<file path="src/hw/rtl/sfbs_pkg.sv">
// Shared types and constants for the status frame byte stuffer.
// No dependencies; used by every module in hw/rtl.
package sfbs_pkg;

    // Sample width used when splitting joystick readings into bytes
    localparam int SAMPLE_BITS = 10;
    localparam int WIDE_BITS   = 16;
    localparam logic [WIDE_BITS-1:0] SAMPLE_MASK =
        WIDE_BITS'((32'd1 << SAMPLE_BITS) - 32'd1);

    // Configuration register indexes
    localparam logic [1:0] CFG_START   = 2'd0;
    localparam logic [1:0] CFG_DISPLAY = 2'd1;
    localparam logic [1:0] CFG_ESCAPE  = 2'd2;
    localparam logic [1:0] CFG_END     = 2'd3;

    // Marker reset values
    localparam logic [7:0] RST_START   = 8'd2;
    localparam logic [7:0] RST_DISPLAY = 8'd4;
    localparam logic [7:0] RST_ESCAPE  = 8'd27;
    localparam logic [7:0] RST_END     = 8'd3;

    // Frame positions of the sequencer
    localparam logic [3:0] POS_IDLE  = 4'd0;
    localparam logic [3:0] POS_START = 4'd1;
    localparam logic [3:0] POS_PAY0  = 4'd2;
    localparam logic [3:0] POS_PAY1  = 4'd3;
    localparam logic [3:0] POS_PAY2  = 4'd4;
    localparam logic [3:0] POS_PAY3  = 4'd5;
    localparam logic [3:0] POS_PAY4  = 4'd6;
    localparam logic [3:0] POS_PAY5  = 4'd7;
    localparam logic [3:0] POS_PAY6  = 4'd8;
    localparam logic [3:0] POS_PAY7  = 4'd9;
    localparam logic [3:0] POS_PAY8  = 4'd10;
    localparam logic [3:0] POS_PAY9  = 4'd11;
    localparam logic [3:0] POS_SUM   = 4'd12;
    localparam logic [3:0] POS_END   = 4'd13;

    typedef struct packed {
        logic [7:0] start_m;
        logic [7:0] display_m;
        logic [7:0] escape_m;
        logic [7:0] end_m;
    } t_markers;

    // One output word: frame byte plus last flag
    typedef struct packed {
        logic [7:0] data;
        logic       last;
    } t_beat;

    // Sequencer status seen by the top level
    typedef struct packed {
        logic       busy;
        logic       load_last;
        logic [3:0] pos;
        logic       reply_en;
    } t_seq_status;

endpackage

</file>
<file path="src/hw/rtl/sfbs_match.sv">
// Shared marker compare unit: flags a byte that needs an escape prefix.
// Depends on sfbs_pkg.
module sfbs_match (
    input  logic [7:0]        i_byte,
    input  sfbs_pkg::t_markers i_markers,
    output logic              o_hit
);

    // Independent compares; equal markers still give a single hit
    assign o_hit = (i_byte == i_markers.start_m)   ||
                   (i_byte == i_markers.display_m) ||
                   (i_byte == i_markers.escape_m)  ||
                   (i_byte == i_markers.end_m);

endmodule

</file>
<file path="src/hw/rtl/sfbs_oreg.sv">
// Output register stage: holds one frame word until the sink takes it.
// Depends on sfbs_pkg.
module sfbs_oreg (
    input  logic           i_clk,
    input  logic           i_rst_n,
    input  logic           i_load,
    input  sfbs_pkg::t_beat i_beat,
    input  logic           i_stall,
    output logic           o_ready,
    output logic           o_valid,
    output logic [7:0]     o_frame_byte,
    output logic           o_frame_end
);

    logic           r_valid;
    sfbs_pkg::t_beat r_beat;

    // Room for a new word when empty or the held word leaves this edge
    assign o_ready = !r_valid || !i_stall;

    always_ff @(posedge i_clk) begin
        if (!i_rst_n) begin
            r_valid <= 1'b0;
        end else if (o_ready) begin
            r_valid <= i_load;
        end
    end

    always_ff @(posedge i_clk) begin
        if (o_ready && i_load) begin
            r_beat <= i_beat;
        end
    end

    assign o_valid      = r_valid;
    assign o_frame_byte = r_beat.data;
    assign o_frame_end  = r_beat.last;

endmodule

</file>
<file path="src/hw/rtl/sfbs_seq.sv">
// Frame sequencer: latches a sample, walks the frame one word per step,
// drives the shared compare unit and keeps the running checksum.
// Depends on sfbs_pkg and sfbs_match.
module sfbs_seq (
    input  logic               i_clk,
    input  logic               i_rst_n,
    input  logic               i_accept,
    input  logic [9:0]         i_joystick_x,
    input  logic [9:0]         i_joystick_y,
    input  logic               i_joystick_button,
    input  logic               i_first_button,
    input  logic               i_second_button,
    input  logic               i_reply_enable,
    input  logic [7:0]         i_reply_id,
    input  logic [7:0]         i_reply_ack,
    input  sfbs_pkg::t_markers  i_markers,
    input  logic               i_out_ready,
    output logic               o_load,
    output sfbs_pkg::t_beat     o_beat,
    output sfbs_pkg::t_seq_status o_status
);

    logic [3:0] r_pos, n_pos;
    logic       r_esc, n_esc;
    logic [7:0] r_sum, n_sum;

    // Latched sample (payload registers, no reset needed)
    logic [9:0] r_x, r_y;
    logic       r_jb, r_b1, r_b2, r_en;
    logic [7:0] r_id, r_ack;

    logic [sfbs_pkg::WIDE_BITS-1:0] x_wide, y_wide;
    logic [7:0] cur_byte;
    logic       stuffable;
    logic       is_payload;
    logic       hit;
    logic       busy;

    assign busy = (r_pos != sfbs_pkg::POS_IDLE);

    // Mask the samples to the configured sample width
    assign x_wide = sfbs_pkg::WIDE_BITS'(r_x) & sfbs_pkg::SAMPLE_MASK;
    assign y_wide = sfbs_pkg::WIDE_BITS'(r_y) & sfbs_pkg::SAMPLE_MASK;

    // Byte at the current frame position
    always_comb begin
        cur_byte   = 8'h00;
        stuffable  = 1'b1;
        is_payload = 1'b1;
        case (r_pos)
            sfbs_pkg::POS_START: begin
                cur_byte   = i_markers.start_m;
                stuffable  = 1'b0;
                is_payload = 1'b0;
            end
            sfbs_pkg::POS_PAY0: cur_byte = x_wide[15:8];
            sfbs_pkg::POS_PAY1: cur_byte = x_wide[7:0];
            sfbs_pkg::POS_PAY2: cur_byte = y_wide[15:8];
            sfbs_pkg::POS_PAY3: cur_byte = y_wide[7:0];
            sfbs_pkg::POS_PAY4: cur_byte = {7'd0, r_jb};
            sfbs_pkg::POS_PAY5: cur_byte = {7'd0, r_b1};
            sfbs_pkg::POS_PAY6: cur_byte = {7'd0, r_b2};
            sfbs_pkg::POS_PAY7: cur_byte = {7'd0, r_en};
            sfbs_pkg::POS_PAY8: cur_byte = r_id;
            sfbs_pkg::POS_PAY9: cur_byte = r_ack;
            sfbs_pkg::POS_SUM: begin
                cur_byte   = r_sum;
                is_payload = 1'b0;
            end
            sfbs_pkg::POS_END: begin
                cur_byte   = i_markers.end_m;
                stuffable  = 1'b0;
                is_payload = 1'b0;
            end
            default: begin
                stuffable  = 1'b0;
                is_payload = 1'b0;
            end
        endcase
    end

    sfbs_match u_match (
        .i_byte    (cur_byte),
        .i_markers (i_markers),
        .o_hit     (hit)
    );

    assign o_load = busy && i_out_ready;

    // Step control: escape word first, then the byte itself
    always_comb begin
        n_pos       = r_pos;
        n_esc       = r_esc;
        n_sum       = r_sum;
        o_beat.data = cur_byte;
        o_beat.last = (r_pos == sfbs_pkg::POS_END);
        if (i_accept) begin
            n_pos = sfbs_pkg::POS_START;
            n_esc = 1'b0;
            n_sum = 8'd0;
        end else if (o_load) begin
            if (stuffable && hit && !r_esc) begin
                o_beat.data = i_markers.escape_m;
                n_esc       = 1'b1;
            end else begin
                n_esc = 1'b0;
                if (is_payload) begin
                    n_sum = r_sum + cur_byte;
                end
                if (r_pos == sfbs_pkg::POS_END) begin
                    n_pos = sfbs_pkg::POS_IDLE;
                end else if (r_pos == sfbs_pkg::POS_PAY7 && !r_en) begin
                    n_pos = sfbs_pkg::POS_SUM;
                end else begin
                    n_pos = r_pos + 4'd1;
                end
            end
        end
    end

    always_ff @(posedge i_clk) begin
        if (!i_rst_n) begin
            r_pos <= sfbs_pkg::POS_IDLE;
            r_esc <= 1'b0;
            r_sum <= 8'd0;
        end else begin
            r_pos <= n_pos;
            r_esc <= n_esc;
            r_sum <= n_sum;
        end
    end

    // Sample latch
    always_ff @(posedge i_clk) begin
        if (i_accept) begin
            r_x   <= i_joystick_x;
            r_y   <= i_joystick_y;
            r_jb  <= i_joystick_button;
            r_b1  <= i_first_button;
            r_b2  <= i_second_button;
            r_en  <= i_reply_enable;
            r_id  <= i_reply_id;
            r_ack <= i_reply_ack;
        end
    end

    assign o_status.busy      = busy;
    assign o_status.load_last = o_load && o_beat.last;
    assign o_status.pos       = r_pos;
    assign o_status.reply_en  = r_en;

endmodule

</file>
<file path="src/hw/rtl/status_frame_byte_stuffer.sv">
// Status frame byte stuffer, top level: marker registers, sequencer, output stage.
// The first frame word passes the sequencer position register, then the output register.
// Throughput: one frame word per cycle while the sink does not stall; a frame holds 11 to 24
// words, and the sequencer takes a new sample only when idle, after the end word is handed over.
// Reset (synchronous, active low) idles the sequencer, empties the output
// stage and loads the marker registers with 2, 4, 27 and 3.
module status_frame_byte_stuffer (
    input  logic       i_clk,
    input  logic       i_rst_n,
    // sample channel
    input  logic       i_valid,
    output logic       o_stall,
    input  logic [9:0] i_joystick_x,
    input  logic [9:0] i_joystick_y,
    input  logic       i_joystick_button,
    input  logic       i_first_button,
    input  logic       i_second_button,
    input  logic       i_reply_enable,
    input  logic [7:0] i_reply_id,
    input  logic [7:0] i_reply_ack,
    // frame channel
    output logic       o_valid,
    input  logic       i_stall,
    output logic [7:0] o_frame_byte,
    output logic       o_frame_end,
    // configuration
    input  logic       i_cfg_we,
    input  logic [1:0] i_cfg_idx,
    input  logic [7:0] i_cfg_data
);

    sfbs_pkg::t_markers    r_markers;
    sfbs_pkg::t_beat       beat;
    sfbs_pkg::t_seq_status status;
    logic                  accept;
    logic                  load;
    logic                  out_ready;

    // Marker registers
    always_ff @(posedge i_clk) begin
        if (!i_rst_n) begin
            r_markers.start_m   <= sfbs_pkg::RST_START;
            r_markers.display_m <= sfbs_pkg::RST_DISPLAY;
            r_markers.escape_m  <= sfbs_pkg::RST_ESCAPE;
            r_markers.end_m     <= sfbs_pkg::RST_END;
        end else if (i_cfg_we) begin
            case (i_cfg_idx)
                sfbs_pkg::CFG_START:   r_markers.start_m   <= i_cfg_data;
                sfbs_pkg::CFG_DISPLAY: r_markers.display_m <= i_cfg_data;
                sfbs_pkg::CFG_ESCAPE:  r_markers.escape_m  <= i_cfg_data;
                sfbs_pkg::CFG_END:     r_markers.end_m     <= i_cfg_data;
                default: ;
            endcase
        end
    end

    assign o_stall = status.busy;
    assign accept  = i_valid && !status.busy;

    sfbs_seq u_seq (
        .i_clk             (i_clk),
        .i_rst_n           (i_rst_n),
        .i_accept          (accept),
        .i_joystick_x      (i_joystick_x),
        .i_joystick_y      (i_joystick_y),
        .i_joystick_button (i_joystick_button),
        .i_first_button    (i_first_button),
        .i_second_button   (i_second_button),
        .i_reply_enable    (i_reply_enable),
        .i_reply_id        (i_reply_id),
        .i_reply_ack       (i_reply_ack),
        .i_markers         (r_markers),
        .i_out_ready       (out_ready),
        .o_load            (load),
        .o_beat            (beat),
        .o_status          (status)
    );

    sfbs_oreg u_oreg (
        .i_clk        (i_clk),
        .i_rst_n      (i_rst_n),
        .i_load       (load),
        .i_beat       (beat),
        .i_stall      (i_stall),
        .o_ready      (out_ready),
        .o_valid      (o_valid),
        .o_frame_byte (o_frame_byte),
        .o_frame_end  (o_frame_end)
    );

`ifndef SYNTHESIS
    // An accepted sample starts a frame at once
    a_accept_starts: assert property (@(posedge i_clk) disable iff (!i_rst_n)
        accept |=> (status.busy && status.pos == sfbs_pkg::POS_START))
        else $error("frame did not start after accept");

    // Handing over the end word returns the sequencer to idle
    a_end_idles: assert property (@(posedge i_clk) disable iff (!i_rst_n)
        status.load_last |=> !status.busy)
        else $error("sequencer busy after end word");

    // Reply bytes are skipped when the reply is disabled
    a_no_reply: assert property (@(posedge i_clk) disable iff (!i_rst_n)
        (status.busy && !status.reply_en) |->
            (status.pos != sfbs_pkg::POS_PAY8 && status.pos != sfbs_pkg::POS_PAY9))
        else $error("reply bytes in a frame without reply");

    // Sequencer never runs past the end word
    a_pos_range: assert property (@(posedge i_clk) disable iff (!i_rst_n)
        status.pos <= sfbs_pkg::POS_END)
        else $error("frame position out of range");
`endif

endmodule
</file>
<file path="config.mk">
export PLATFORM = sky130hd
export DESIGN_NAME = status_frame_byte_stuffer
export DESIGN_NICKNAME = d
export VERILOG_FILES = /design/src/hw/rtl/sfbs_pkg.sv /design/src/hw/rtl/sfbs_match.sv /design/src/hw/rtl/sfbs_oreg.sv /design/src/hw/rtl/sfbs_seq.sv /design/src/hw/rtl/status_frame_byte_stuffer.sv
export SDC_FILE = /design/constraint.sdc
export NUM_CORES = 1
export LEC_CHECK = 0
export BUFFER_PORTS_ARGS = -buffer_cell sky130_fd_sc_hd__buf_4
export CAP_MARGIN = 20
export CORE_MARGIN = 3
export CORE_UTILIZATION = 40
export CTS_CLUSTER_SIZE = 20
export DETAILED_ROUTE_END_ITERATION = 10
export GPL_TIMING_DRIVEN = 0
export HOLD_SLACK_MARGIN = 0.12
export MAX_ROUTING_LAYER = met4
export RECOVER_POWER = 100
export SLEW_MARGIN = 15
export SYNTH_ARGS = -nofsm -noshare
export SYNTH_HDL_FRONTEND = slang
export SYNTH_SLANG_ARGS = --single-unit
</file>
<file path="constraint.sdc">
create_clock -name i_clk -period 3.3 [get_ports i_clk]
set_input_delay 0.165 -clock i_clk [delete_from_list [all_inputs] [get_ports i_clk]]
set_output_delay 0.165 -clock i_clk [all_outputs]
set_load 0.005 [all_outputs]
</file>
# Word level (Yosys, flattened, before mapping)
# Cells that the tools add are included.
[totals]
reg_bits = 95
rom_bits = 0
wordCells = 84
latchBits = 0
memories = 0
output_inout_bits = 11
ramBits = 0
in_bits = 55
[op_classes]
eq_ne = 21
add_sub_neg = 2
muxes = 12
shifts = 0
n_reduce_logical = 28
n_bitwise = 2
mul = 0
order_cmp = 0
div_mod_pow = 0
[ops]
columns = ["operator", "n"]
rows = [
  ["8-bit case mux with 13 select lines", 1],
  ["8-bit equality test", 4],
  ["4-bit equality test (second input constant)", 6],
  ["8-bit two-way mux", 3],
  ["4-bit by 3-bit equality test with 1-bit output (second input constant)", 4],
  ["2-bit AND reduction", 6],
  ["11-bit OR reduction", 1],
  ["10-bit OR reduction", 1],
  ["8-bit adder", 1],
  ["4-bit by 2-bit equality test with 1-bit output (second input constant)", 2],
  ["4-bit two-way mux", 2],
  ["1-bit logical AND", 6],
  ["1-bit two-way mux", 6],
  ["1-bit zero test", 5],
  ["4-bit by 1-bit adder with 4-bit output (second input constant)", 1],
  ["2-bit equality test (second input constant)", 2],
  ["4-bit by 1-bit equality test with 1-bit output (second input constant)", 1],
  ["1-bit logical OR", 4],
  ["4-bit nonzero test", 1],
  ["3-bit AND reduction", 1],
  ["2-bit by 1-bit equality test with 1-bit output (second input constant)", 1],
  ["2-bit zero test", 1],
  ["2-bit inequality test (second input constant)", 1],
  ["1-bit inverter", 2],
  ["2 further kinds", 2],
]

# Longest topological paths before layout
# Gate-level depths: netlist of the first run.
[logic_depth]
ltp_word = 11
ltp_mapped = 20
ltp_nobuf = 18

# Cells and area by module
# From an unflattened synthesis of the first run, not the netlist that was laid out.
[hier_totals]
cells_unflattened = 429
area_unflattened_um2 = 4754.6
[by_module_without_submodules]
columns = ["mod", "seq_area_each_um2", "n_inst", "cells_per_inst", "area_each_um2"]
rows = [
  ["sfbs_seq", 1461.4, 1, 246, 2839.0],
  ["status_frame_byte_stuffer", 640.6, 1, 124, 1252.5],
  ["sfbs_match", 0.0, 1, 45, 351.6],
  ["sfbs_oreg", 290.3, 1, 14, 311.5],
]

# Worst setup path after synthesis of the first run
# OpenSTA, ideal clock, no wires.
[synth_path]
path_kind = "reg-to-reg"
from = "register u_seq.r_pos[0]"
to = "register u_oreg.r_beat (netlist bit u_oreg.o_frame_byte[3]) (data pin)"
path_buffers = 1
t_arrival_ns = 3.071
slack_ns = -0.031
stages_incl_launch_ff = 13
synth_period_minus_slack_ns = 3.331
setup_ns = 0.260
required_time_ns = 3.040
cell_sequence = "dfxtp_1 -> inv_1 -> ha_1 -> clkbuf_1 -> and3_1 -> a221o_1 -> o22a_1 -> xnor2_1 -> o31ai_1 -> nor4_4 -> a31oi_2 -> a21oi_4 -> mux2_4"
[synth_lines]
columns = ["element", "line_no", "source"]
rows = [
  ["from (decl)", "sfbs_seq.sv:23", "logic [3:0] r_pos, n_pos;"],
  ["from (signal assigned)", "sfbs_seq.sv:123", "r_pos <= sfbs_pkg::POS_IDLE;"],
  ["from (signal assigned)", "sfbs_seq.sv:127", "r_pos <= n_pos;"],
  ["to (signal assigned)", "sfbs_oreg.sv:31", "r_beat <= i_beat;"],
  ["to (decl)", "sfbs_oreg.sv:16", "sfbs_pkg::t_beat r_beat;"],
]

==> results.md, run 1 <==
* First-pass GRT wire length at 22400 um
* Drt total wl at 14100 um
* Synth cell count leaders: nand2_1, edfxtp_1, dfxtp_1, a21oi_1, mux2i_1
* Diode count at 0
* CTS tree: yes
* Power, Total at 3.20 mW
* Area post-placement at 0.00571 mm2
* Final non-filler cell total at 809
* Setup violations, final at 0
* Ys async rst share at 0%
* Synth Cell Area at 0.00498 mm2
* Clock slew at reported path FFs at 60 ps
* Top post-synthesis cells by area: edfxtp_1, dfxtp_1, nand2_1, mux2i_1, xnor2_1
* H-tree lvl count at 3
* Min Clock Period, post-route at 3290 ps
* Slew HR at 45.3%
* Synth top area share at 29.5%
* Xor and xnor area share after synthesis at 4.92%
* Worst Max-Slew Pin Slew at 821 ps
* Worst EP arrival at 3390 ps
* Initial DRC count at 301
* CP Capture Type: register
* Cts bufs inserted at 9
* YS warnings at 0
* Slew Limit Fails at 0
* HP Class: input pin to register
* Total number of vias at 4250
* Syn Area/Cell at 10.4 um2
* Clock buffer depth at 2
* Synthesized netlist cell count at 480
* Vias/cell at 5.25
* Critical Path RT at 3390 ps
* Setup Skew at 10.4 ps
* Number of synthesized flops with an enable pin at 49
* Die area at 0.0138 mm2
* Post-synthesis compound-gate area fraction at 16.3%
* Die width at 118 um
* Total Routing Usage GR at 21.3%
* WS Path Type: register to register
* Leak pwr at 2.70 nW
* Drt pass-1 iters at 5
* GP Congestion at 0.926
* Initial antenna violation count at 0
* Clock Sink Count at 95
* Mux contribution to synthesized area at 7.66%
* Ys flop type: edfxtp_1
* Maxcap violations at 0
* WL per Instance at 17.4 um
* RSZ-0062 raised after global routing: true
* Final ANT Viol Nets at 0
* Height of the die at 118 um
* Port bufs at 65
* Status: finished clean
* Post-synth cell types at 72
* Vias in the first global route at 4280
* Tcrit/Tclk final at 99.8%
* Net Count, Synth at 548
* Fraction of layout cells with a size suffix above 1 at 30.9%
* Post-DP HPWL at 9810 um
* Final net count at 704
* Fmax at 304 MHz
* Initial Util at 41.1%
* Largest family of logic cells by synthesized area: compound AO/OA/AOI/OAI gates
* Hold Fails Final Rpt at 0
* Pwr dens at 452 mW/mm2
* Critical Path Start Type: register
* Worst skew pair latency at 350 ps
* Area leader, netlist: edfxtp_1
* Post-synthesis simple-gate area fraction at 15.5%
* Post-synthesis adder-cell area fraction at 3.42%
* Most common cell in the synthesized netlist: nand2_1
* Worst-case vdd ir drop at 323 uV
* Core area at 0.0121 mm2
* Gr ovfl total at 0
* Num ports at 66
* Largest net degree at the start of global routing at 36
* Final Instance Area at 0.00709 mm2
* FF+latch count, synth at 95
* Syn-to-layout area delta at 42.5%
* Seq/Total Area, Yosys at 48.0%
* Row Count at 40
* CP Max Fanout at 9
* Root Buffer: clkbuf_16
* DR DRC count at 0
* Placed insts at 714
==> sequential cells by signal (all words and copies together) (netlist names) <==
register	flops
u_seq.r_b2	1
r_markers	32
u_oreg.o_frame_byte	8
u_seq.r_esc	1
u_seq.r_y	10
u_seq.r_pos	4
u_oreg.o_frame_end	1
u_seq.r_jb	1
u_seq.r_ack	8
u_seq.r_en	1
u_seq.r_b1	1
u_seq.r_id	8
u_seq.r_x	10
u_oreg.o_valid	1
u_seq.r_sum	8
==> stage by stage <==
stage                     setup WS (ps)  TNS [ps]  util, %  hold WS (ps)
after floorplan                    42.0         0        -           264
after global placement             -851    -16870     47.0           344
after detailed placement           -669     -8950     47.2           344
after CTS                          5.88         0     56.8           123
after global routing              -45.5      -265     58.6           144
final                              5.42         0     58.6           131
==> worst max-delay path, cell delays in order, from the launching register on <==
cell and delay (ps):
dfxtp_4 400, inv_4 60, ha_4 180, o22a_1 190, o31a_1 250, buf_6 170, o2111ai_4 250, xnor2_1 110
a211o_1 270, nor4_4 420, a31oi_4 80, a21oi_4 180, buf_12 150, mux2_4 300
==> timing repair <==
action	4_1_cts	5_1_grt
hold buffers	48	0
endpoints found under the hold margin	71	0
pin swaps	16	27
endpoints found under the setup margin	21	20
setup buffers	22	10
gates resized for setup	49	42
==> power breakdown <==
part	switching [mW]	internal [mW]	leakage, nW
logic	0.400	0.348	1.72
registers	0.0579	1.38	0.845
clock network	0.430	0.589	0.144
==> layer usage <==
metal	routed length (um)	up-vias	global-route usage, %
met3	799	25	4.61
met4	370	0	7.91
li1	-	2061	-
met5	0	-	-
met2	6900	135	33.8
met1	6020	2029	26.8
==> area by class of cell <==
| class | count | area, um2 |
|---|---|---|
| multi-input cells | 341 | 2710 |
| clock buffers | 11 | 233 |
| repair buffers | 146 | 1230 |
| flip-flops and latches | 95 | 2400 |
| well taps | 168 | 210 |
| plain buffers | 23 | 178 |
| inverters | 20 | 80.1 |
| clock inverters | 5 | 57.6 |
| fillers | 1014 | 5020 |
==> placed cells by master, fill, tap and decap left out, types with 6 or more instances in the layout <==
cell / count
buf_6: 9
nand2b_1: 6
xor2_1: 9
a21oi_1: 28
clkbuf_4: 51
edfxtp_1: 49
dlygate4sd3_1: 48
o22ai_2: 7
dfxtp_1: 44
clkbuf_16: 9
clkbuf_1: 15
nand3_1: 15
nand2_1: 75
ha_1: 6
mux2_4: 6
mux2i_1: 28
buf_4: 43
xnor2_1: 18
inv_1: 17
nor2_1: 16
a22oi_1: 8
==> cell families (layout without fill, tap and decap cells) <==
kind of cell / after synthesis / in the layout
buf+inv: 44 / 205
flops: 95 / 95
xor+xnor: 28 / 28
fa+ha+maj: 13 / 13
simple gates: 157 / 157
mux: 35 / 35
compound gates: 108 / 108
==> path summary, 6_finish.rpt <==
| path | from | endpoint | slack [ps] | cells after the start |
|---|---|---|---|---|
| max reg2reg | u_seq.r_pos[0] | u_oreg.o_frame_byte[7] | 5 | 13 |
| min reg2reg | r_markers[20] | r_markers[20] | 480 | 2 |
| min | i_stall | u_oreg.o_valid | 130 | 3 |
| max | u_seq.r_pos[0] | u_oreg.o_frame_byte[7] | 5 | 13 |
Note: power is estimated with default switching activity, not from simulation.
==> inputs of run 2 (changes only) <==
--- a/config.mk
+++ b/config.mk
@@ -15,6 +15,7 @@
 export HOLD_SLACK_MARGIN = 0.12
 export MAX_ROUTING_LAYER = met4
 export RECOVER_POWER = 100
+export SETUP_SLACK_MARGIN = 0.3
 export SLEW_MARGIN = 15
 export SYNTH_ARGS = -nofsm -noshare
 export SYNTH_HDL_FRONTEND = slang
==> run 2 against run 1 <==
Compared with the run above:
- worst setup slack gained 11 ps
- highest routed layer unchanged
- largest power group unchanged
- critical path depth stayed put
- sequential share of layout area fell by 2.0 points
- combinational power increased by 19%
- global-route usage grew 0.55 points
- clock skew about the same
==> results.md, run 2 (synthesized netlist as in run 1, its figures left out) <==
* M1 GR Usage at 27.9% (+1.0 points)
* Worst Max-Slew Pin Slew at 934 ps (+113 ps)
* Maxcap violations at 0 (unchanged)
* FF/Latch Area at 0.00240 mm2 (unchanged)
* Setup violations, final at 0 (unchanged)
* Pwr dens at 456 mW/mm2 (+0.88%)
* Area of the multi-input gates at 0.00291 mm2 (+7.7%)
* Fraction of layout cells with a size suffix above 1 at 35.3% (+4.4 points)
* Largest net degree at the start of global routing at 45 (+25%)
* CP Capture Type: register
* Final net count at 720 (+2.3%)
* GRT met2 Usage at 35.4% (+1.7 points)
* Leak pwr at 2.86 nW (+5.8%)
* CTS tree: yes
* Slew Limit Fails at 0 (unchanged)
* Vias in the first global route at 4338 (+1.4%)
* Worst skew pair latency at 350 ps (about the same)
* RSZ-0062 raised after global routing: true
* Row Count at 40 (unchanged)
* Min Clock Period, post-route at 3280 ps (-10.9 ps)
* Busiest grt layer: met2
* Max FFs per register at 32 (unchanged)
* Slew HR at 37.7% (-7.5 points)
* Vias/cell at 5.36 (+1.9%)
* Initial antenna violation count at 0 (unchanged)
* Num ports at 66 (unchanged)
* Core area at 0.0121 mm2 (unchanged)
* Worst-case vdd ir drop at 355 uV (+9.8%)
* Drt total wl at 14800 um (+5.3%)
* First-pass GRT wire length at 23100 um (+3.0%)
* Status: finished clean
* Initial Util at 41.1% (unchanged)
* Worst EP arrival at 3380 ps (about the same)
* Critical Path Start Type: register
* WS Path Type: register to register
* Cts bufs inserted at 9 (unchanged)
* DR DRC count at 0 (unchanged)
* HP Class: input pin to register
* H-tree lvl count at 3 (unchanged)
* R2r setup slk at 20 ps (about the same)
* Port bufs at 65 (unchanged)
* Top Registers: r_markers (32), u_seq.r_x (10), u_seq.r_y (10)
* Area post-placement at 0.00582 mm2 (+1.9%)
* Diode count at 0 (unchanged)
* Die area at 0.0138 mm2 (unchanged)
* Root Buffer: clkbuf_16
* Drt pass-1 iters at 6 (+1)
* Clock buffer depth at 2 (unchanged)
* Total Routing Usage GR at 21.8% (+0.55 points)
* Syn-to-layout area delta at 51.5%
* GR Util met3 at 4.32% (-0.29 points)
* Final Instance Area at 0.00754 mm2 (+6.3%)
* Initial DRC count at 337 (+12%)
* Die width at 118 um (unchanged)
* Total number of vias at 4418 (+4.0%)
* Gr ovfl total at 0 (unchanged)
* WL per Instance at 18.0 um (+3.3%)
* Final ANT Viol Nets at 0 (unchanged)
* Clock slew at reported path FFs at 70 ps (about the same)
* Fmax at 305 MHz (+0.33%)
* Most frequent cells in the layout: nand2_1, clkbuf_4, edfxtp_1
* Post-DP HPWL at 9600 um (-2.2%)
* Setup_tns at 0 ps (unchanged)
* Clock Sink Count at 95 (unchanged)
* Finished Core Util at 62.3% (+3.7 points)
* Number of fill cells in the layout at 991 (-2.3%)
* CP Max Fanout at 10 (+1)
* Setup Skew at 10.3 ps (-0.105 ps)
* Hold Fails Final Rpt at 0 (unchanged)
* Critical Path RT at 3390 ps (about the same)
* Most common cell after layout, fill and taps aside: nand2_1
* Top reg by flops: r_markers
* Tcrit/Tclk final at 99.5% (-0.33 points)
* Height of the die at 118 um (unchanged)
* GP Congestion at 0.924 (-0.26%)
## run 2: cell types whose count changed in the layout (fill, tap and decap cells not counted), sizes merged
cell,previous run,this run
inv,20,21
clkbuf,78,81
bufinv,1,2
buf,54,67
clkinv,4,2
## run 2: worst paths after layout
kind / startpoint / to / depth (start not counted)
max: u_seq.r_pos[1] / u_oreg.o_frame_byte[7] / 13
min: i_stall / u_oreg.o_valid / 3
max reg2reg: u_seq.r_pos[1] / u_oreg.o_frame_byte[7] / 13
min reg2reg: r_markers[22] / r_markers[22] / 2
## run 2: critical path, stage by stage (launching register included)
cell,delay [ps]
dfxtp_4,410
inv_6,60
ha_4,180
clkbuf_16,160
and3_4,200
a221o_1,420
o22a_4,250
xnor2_4,200
o31ai_4,100
nor4_4,350
a31oi_4,80
a21oi_4,170
buf_12,140
mux2_4,300
## run 2: layout make-up
type	count	area share, %
Buffer	24	3.28
Inverter	20	1.09
Clock buffer	11	3.09
Clock inverter	5	1.06
Timing Repair Buffer	161	18.3
Multi-Input combinational cell	341	38.6
Sequential cell	95	31.8
Tap cell	168	2.79
## run 2: per-stage QoR
| step | std cells | setup slack (ps) | total power [mW] | hold WS [ps] |
|---|---|---|---|---|
| final | 825 | 16.3 | 3.44 | 178 |
| after global routing | 825 | -59.0 | 3.58 | 208 |
| after CTS | 811 | 58.7 | 3.36 | 161 |
| after detailed placement | 713 | -255 | 2.04 | 344 |
| after global placement | 713 | -250 | 2.04 | 343 |
| after floorplan | 480 | 225 | 1.82 | 264 |
## run 2: routing by layer
layer  part of all wire, %  routed length [um]
met1                    43                6350
met2                    50                7410
met3                   5.1                 751
met4                   2.2                 324
met5                     0                   0
## run 2: repair_timing
action / 4_1_cts / 5_1_grt
setup buffers: 32 / 14
endpoints found under the setup margin: 21 / 21
hold buffers: 48 / 0
pin swaps: 28 / 34
gates resized for setup: 50 / 62
gates cloned: 2 / 0
hold endpoints to repair: 71 / 0
## run 2: power by group
group / leakage, nW / total, mW / internal, mW / switching, mW
combinational: 1.86 / 0.888 / 0.438 / 0.450
clock: 0.154 / 1.11 / 0.666 / 0.444
sequential: 0.845 / 1.44 / 1.38 / 0.0592
total: 2.86 / 3.44 / 2.48 / 0.953
==> inputs of run 3 (changes only) <==
--- a/config.mk
+++ b/config.mk
@@ -5,6 +5,7 @@
 export SDC_FILE = /design/constraint.sdc
 export NUM_CORES = 1
 export LEC_CHECK = 0
+export ABC_AREA = 1
 export BUFFER_PORTS_ARGS = -buffer_cell sky130_fd_sc_hd__buf_4
 export CAP_MARGIN = 20
 export CORE_MARGIN = 3
==> run 3 against run 2 <==
Compared with the run above:
- critical path type unchanged
- synthesized area up 2.2%
- first-iteration DRC count up 43%
- critical path depth up 6
- synthesized cell count up 32%
- critical endpoint is now u_oreg.o_frame_byte[1]
- sequential share of layout area up 0.83 points
==> results.md, run 3 <==
* Top Registers: r_markers (32), u_seq.r_x (10), u_seq.r_y (10)
* WS Path Type: register to register
* Slew Limit Fails at 0 (unchanged)
* Final Instance Area at 0.00735 mm2 (-2.5%)
* Leak pwr at 3.27 nW (+14%)
* Area of the multi-input gates at 0.00259 mm2 (-11%)
* Clock Sink Count at 95 (unchanged)
* Root Buffer: clkbuf_16
* FF/Latch Area at 0.00240 mm2 (unchanged)
* Final net count at 873 (+21%)
* Syn Area/Cell at 8.01 um2 (-23%)
* Port bufs at 65 (unchanged)
* RSZ-0062 raised after global routing: true
* Setup Skew at 5.92 ps (-4.40 ps)
* Max Used Layer: met4
* Worst-case vdd ir drop at 427 uV (+20%)
* Cts bufs inserted at 9 (unchanged)
* H-tree lvl count at 3 (unchanged)
* Vias/cell at 5.12 (-4.4%)
* Ys flop type: edfxtp_1
* Critical Path Start Type: register
* Total Routing Usage GR at 22.6% (+0.74 points)
* Initial antenna violation count at 0 (unchanged)
* Worst r2r src: u_seq.r_pos[0]
* CP Capture Type: register
* Worst Max-Slew Pin Slew at 1270 ps (+334 ps)
* Drt pass-1 iters at 6 (unchanged)
* Hold Fails Final Rpt at 0 (unchanged)
* Tcrit/Tclk final at 91.6% (-7.9 points)
* Vias in the first global route at 4616 (+6.4%)
* Initial Util at 41.7% (+0.54 points)
* Most common cell in the synthesized netlist: nand2_1
* Maxcap violations at 0 (unchanged)
* Syn-to-layout area delta at 44.5%
* Total number of vias at 5006 (+13%)
* Clock buffer depth at 2 (unchanged)
* Post-synth cell types at 35 (-51%)
* Setup violations, final at 0 (unchanged)
* Final ANT Viol Nets at 0 (unchanged)
* Height of the die at 119 um (+1.0%)
* WL met3 at 1020 um (+36%)
* Area post-placement at 0.00581 mm2 (-0.15%)
* Number of synthesized flops with an enable pin at 49 (unchanged)
* Wl on met1 at 6800 um (+7.1%)
* Slew HR at 15.4% (-22 points)
* Die area at 0.0141 mm2 (+2.1%)
* Top reg by flops: r_markers
* Synth Cell Area at 0.00509 mm2 (+2.2%)
* Synth top area share at 28.9% (-0.62 points)
* Most frequent cells in the layout: nand2_1, inv_1, nor2_1
* GP Congestion at 0.905 (-2.1%)
* HP Class: input pin to register
* Setup crit start: u_seq.r_pos[0]
* Fin Hold WS at 147 ps (-31.1 ps)
* HP Start: i_cfg_data[7]
* Initial DRC count at 483 (+43%)
* Final setup margin at 276 ps (+260 ps)
* Most common cell after layout, fill and taps aside: nand2_1
* Clock slew at reported path FFs at 70 ps (about the same)
* Post-DP HPWL at 10400 um (+8.0%)
* Largest net degree at the start of global routing at 23 (-49%)
* DR DRC count at 0 (unchanged)
* Synth cell count leaders: nand2_1, nor2_1, inv_1, nand3_1, edfxtp_1
* Number of fill cells in the layout at 1078 (+8.8%)
* CP Max Fanout at 10 (unchanged)
* Fmax at 331 MHz (+8.6%)
* Place WS at -393 ps (-138 ps)
* Ys async rst share at 0% (unchanged)
* Num ports at 66 (unchanged)
* First-pass GRT wire length at 24100 um (+4.2%)
* YS warnings at 0 (unchanged)
* Synthesized netlist cell count at 635 (+32%)
* FF+latch count, synth at 95 (unchanged)
* Seq/Total Area, Yosys at 47.0% (-1.0 points)
* Top post-synthesis cells by area: edfxtp_1, dfxtp_1, nand2_1, nand3_1, nor2_1
* Min Clock Period, post-route at 3020 ps (-260 ps)
* Status: finished clean
* Max FFs per register at 32 (unchanged)
* Finished Core Util at 60.2% (-2.1 points)
* Metal2 WL at 7770 um (+4.8%)
* Net Count, Synth at 703 (+28%)
* Die width at 119 um (+1.0%)
* Row Count at 40 (unchanged)
* Core area at 0.0122 mm2 (+0.83%)
* Fraction of layout cells with a size suffix above 1 at 26.4% (-8.9 points)
* WL per Instance at 16.3 um (-9.5%)
* Critical Path RT at 3400 ps (about the same)
* CTS tree: yes
* Area leader, netlist: edfxtp_1
* Pwr dens at 710 mW/mm2 (+56%)
* Drt total wl at 15900 um (+7.3%)
* Power, Total at 5.22 mW (+52%)
* Worst EP arrival at 3130 ps (-250 ps)
* Diode count at 0 (unchanged)
* Gr ovfl total at 0 (unchanged)
* Worst skew pair latency at 350 ps (about the same)
[run 3: cell count changes in the layout (fill, tap and decap cells not counted), sizes merged, moves of 9 or more]
cell | before | now
o22ai | 11 | 2
mux2i | 28 | 0
o21ai | 8 | 40
xnor2 | 19 | 5
a22oi | 12 | 0
nand4 | 1 | 35
clkbuf | 81 | 71
nand3 | 16 | 56
nand2 | 77 | 168
inv | 21 | 69
nor2 | 24 | 73
[run 3: path summary, 6_finish.rpt]
path | endpoint | slack [ps] | cells past startpoint
setup / recovery | u_oreg.o_frame_byte[1] | 280 | 19
hold / removal | r_markers[7] | 150 | 3
setup reg to reg | u_oreg.o_frame_byte[1] | 280 | 19
hold reg to reg | u_seq.r_esc | 460 | 2
[run 3: cell type report]
type,instances,area share [%]
clock inverter,6,0.817
sequential,95,32.6
tap,168,2.86
clock buffer,10,3.11
multi-input combinational,446,35.2
timing repair buffer,159,18.5
buffer,22,3.03
inverter,72,3.83
[run 3: power by group]
group	switching, mW	leakage (nW)	total, mW	internal [mW]
sequential	0.112	0.846	1.70	1.59
clock	0.449	0.136	1.03	0.584
combinational	1.47	2.29	2.48	1.01
total	2.04	3.27	5.22	3.18
[run 3: kinds of logic (layout without fill, tap and decap cells)]
group	count (synthesis)	in the layout	share of synthesized area, %
adder cells (fa/ha/maj)	13	13	3.34
XOR/XNOR	14	14	2.41
AND/OR/NAND/NOR	341	341	30.8
AO/OA/AOI/OAI	78	78	8.04
flip-flops	95	95	47.0
buffers and inverters	94	269	8.41
[run 3: metrics by stage]
stage / instances / setup TNS (ps)
2_1_floorplan: 635 / 0
3_3_place_gp: 868 / -694
3_5_place_dp: 869 / -696
4_1_cts: 942 / 0
5_1_grt: 978 / 0
6_report: 978 / 0
[run 3: worst max-delay path, cell delays in order (launching register included)]
cell	delay [ps]
dfxtp_4	380
buf_4	150
ha_4	200
nand3_4	110
nand3_2	110
nor2_4	130
nand2_4	100
buf_8	170
buf_4	180
nand3b_1	90
nand2_1	60
nor2_1	90
nand3_1	100
nor2_2	160
nor2_1	50
nand2_1	200
nand2_8	110
nor2_8	170
clkbuf_16	160
o21ai_1	60
[run 3: what timing repair did]
item                                    in CTS  in global routing
gates cloned                                 0                  2
resized for setup                           38                 74
endpoints found under the setup margin      21                 21
endpoints found under the hold margin       57                  0
buffers inserted                             8                 34
pin swaps                                    8                 48
hold buffers                                49                  0
[run 3: routing by layer]
layer / vias to the layer above / track usage (%)
met5: - / -
met4: 0 / 7.24
met3: 33 / 4.07
met2: 168 / 35.3
met1: 2348 / 29.8
li1: 2457 / -
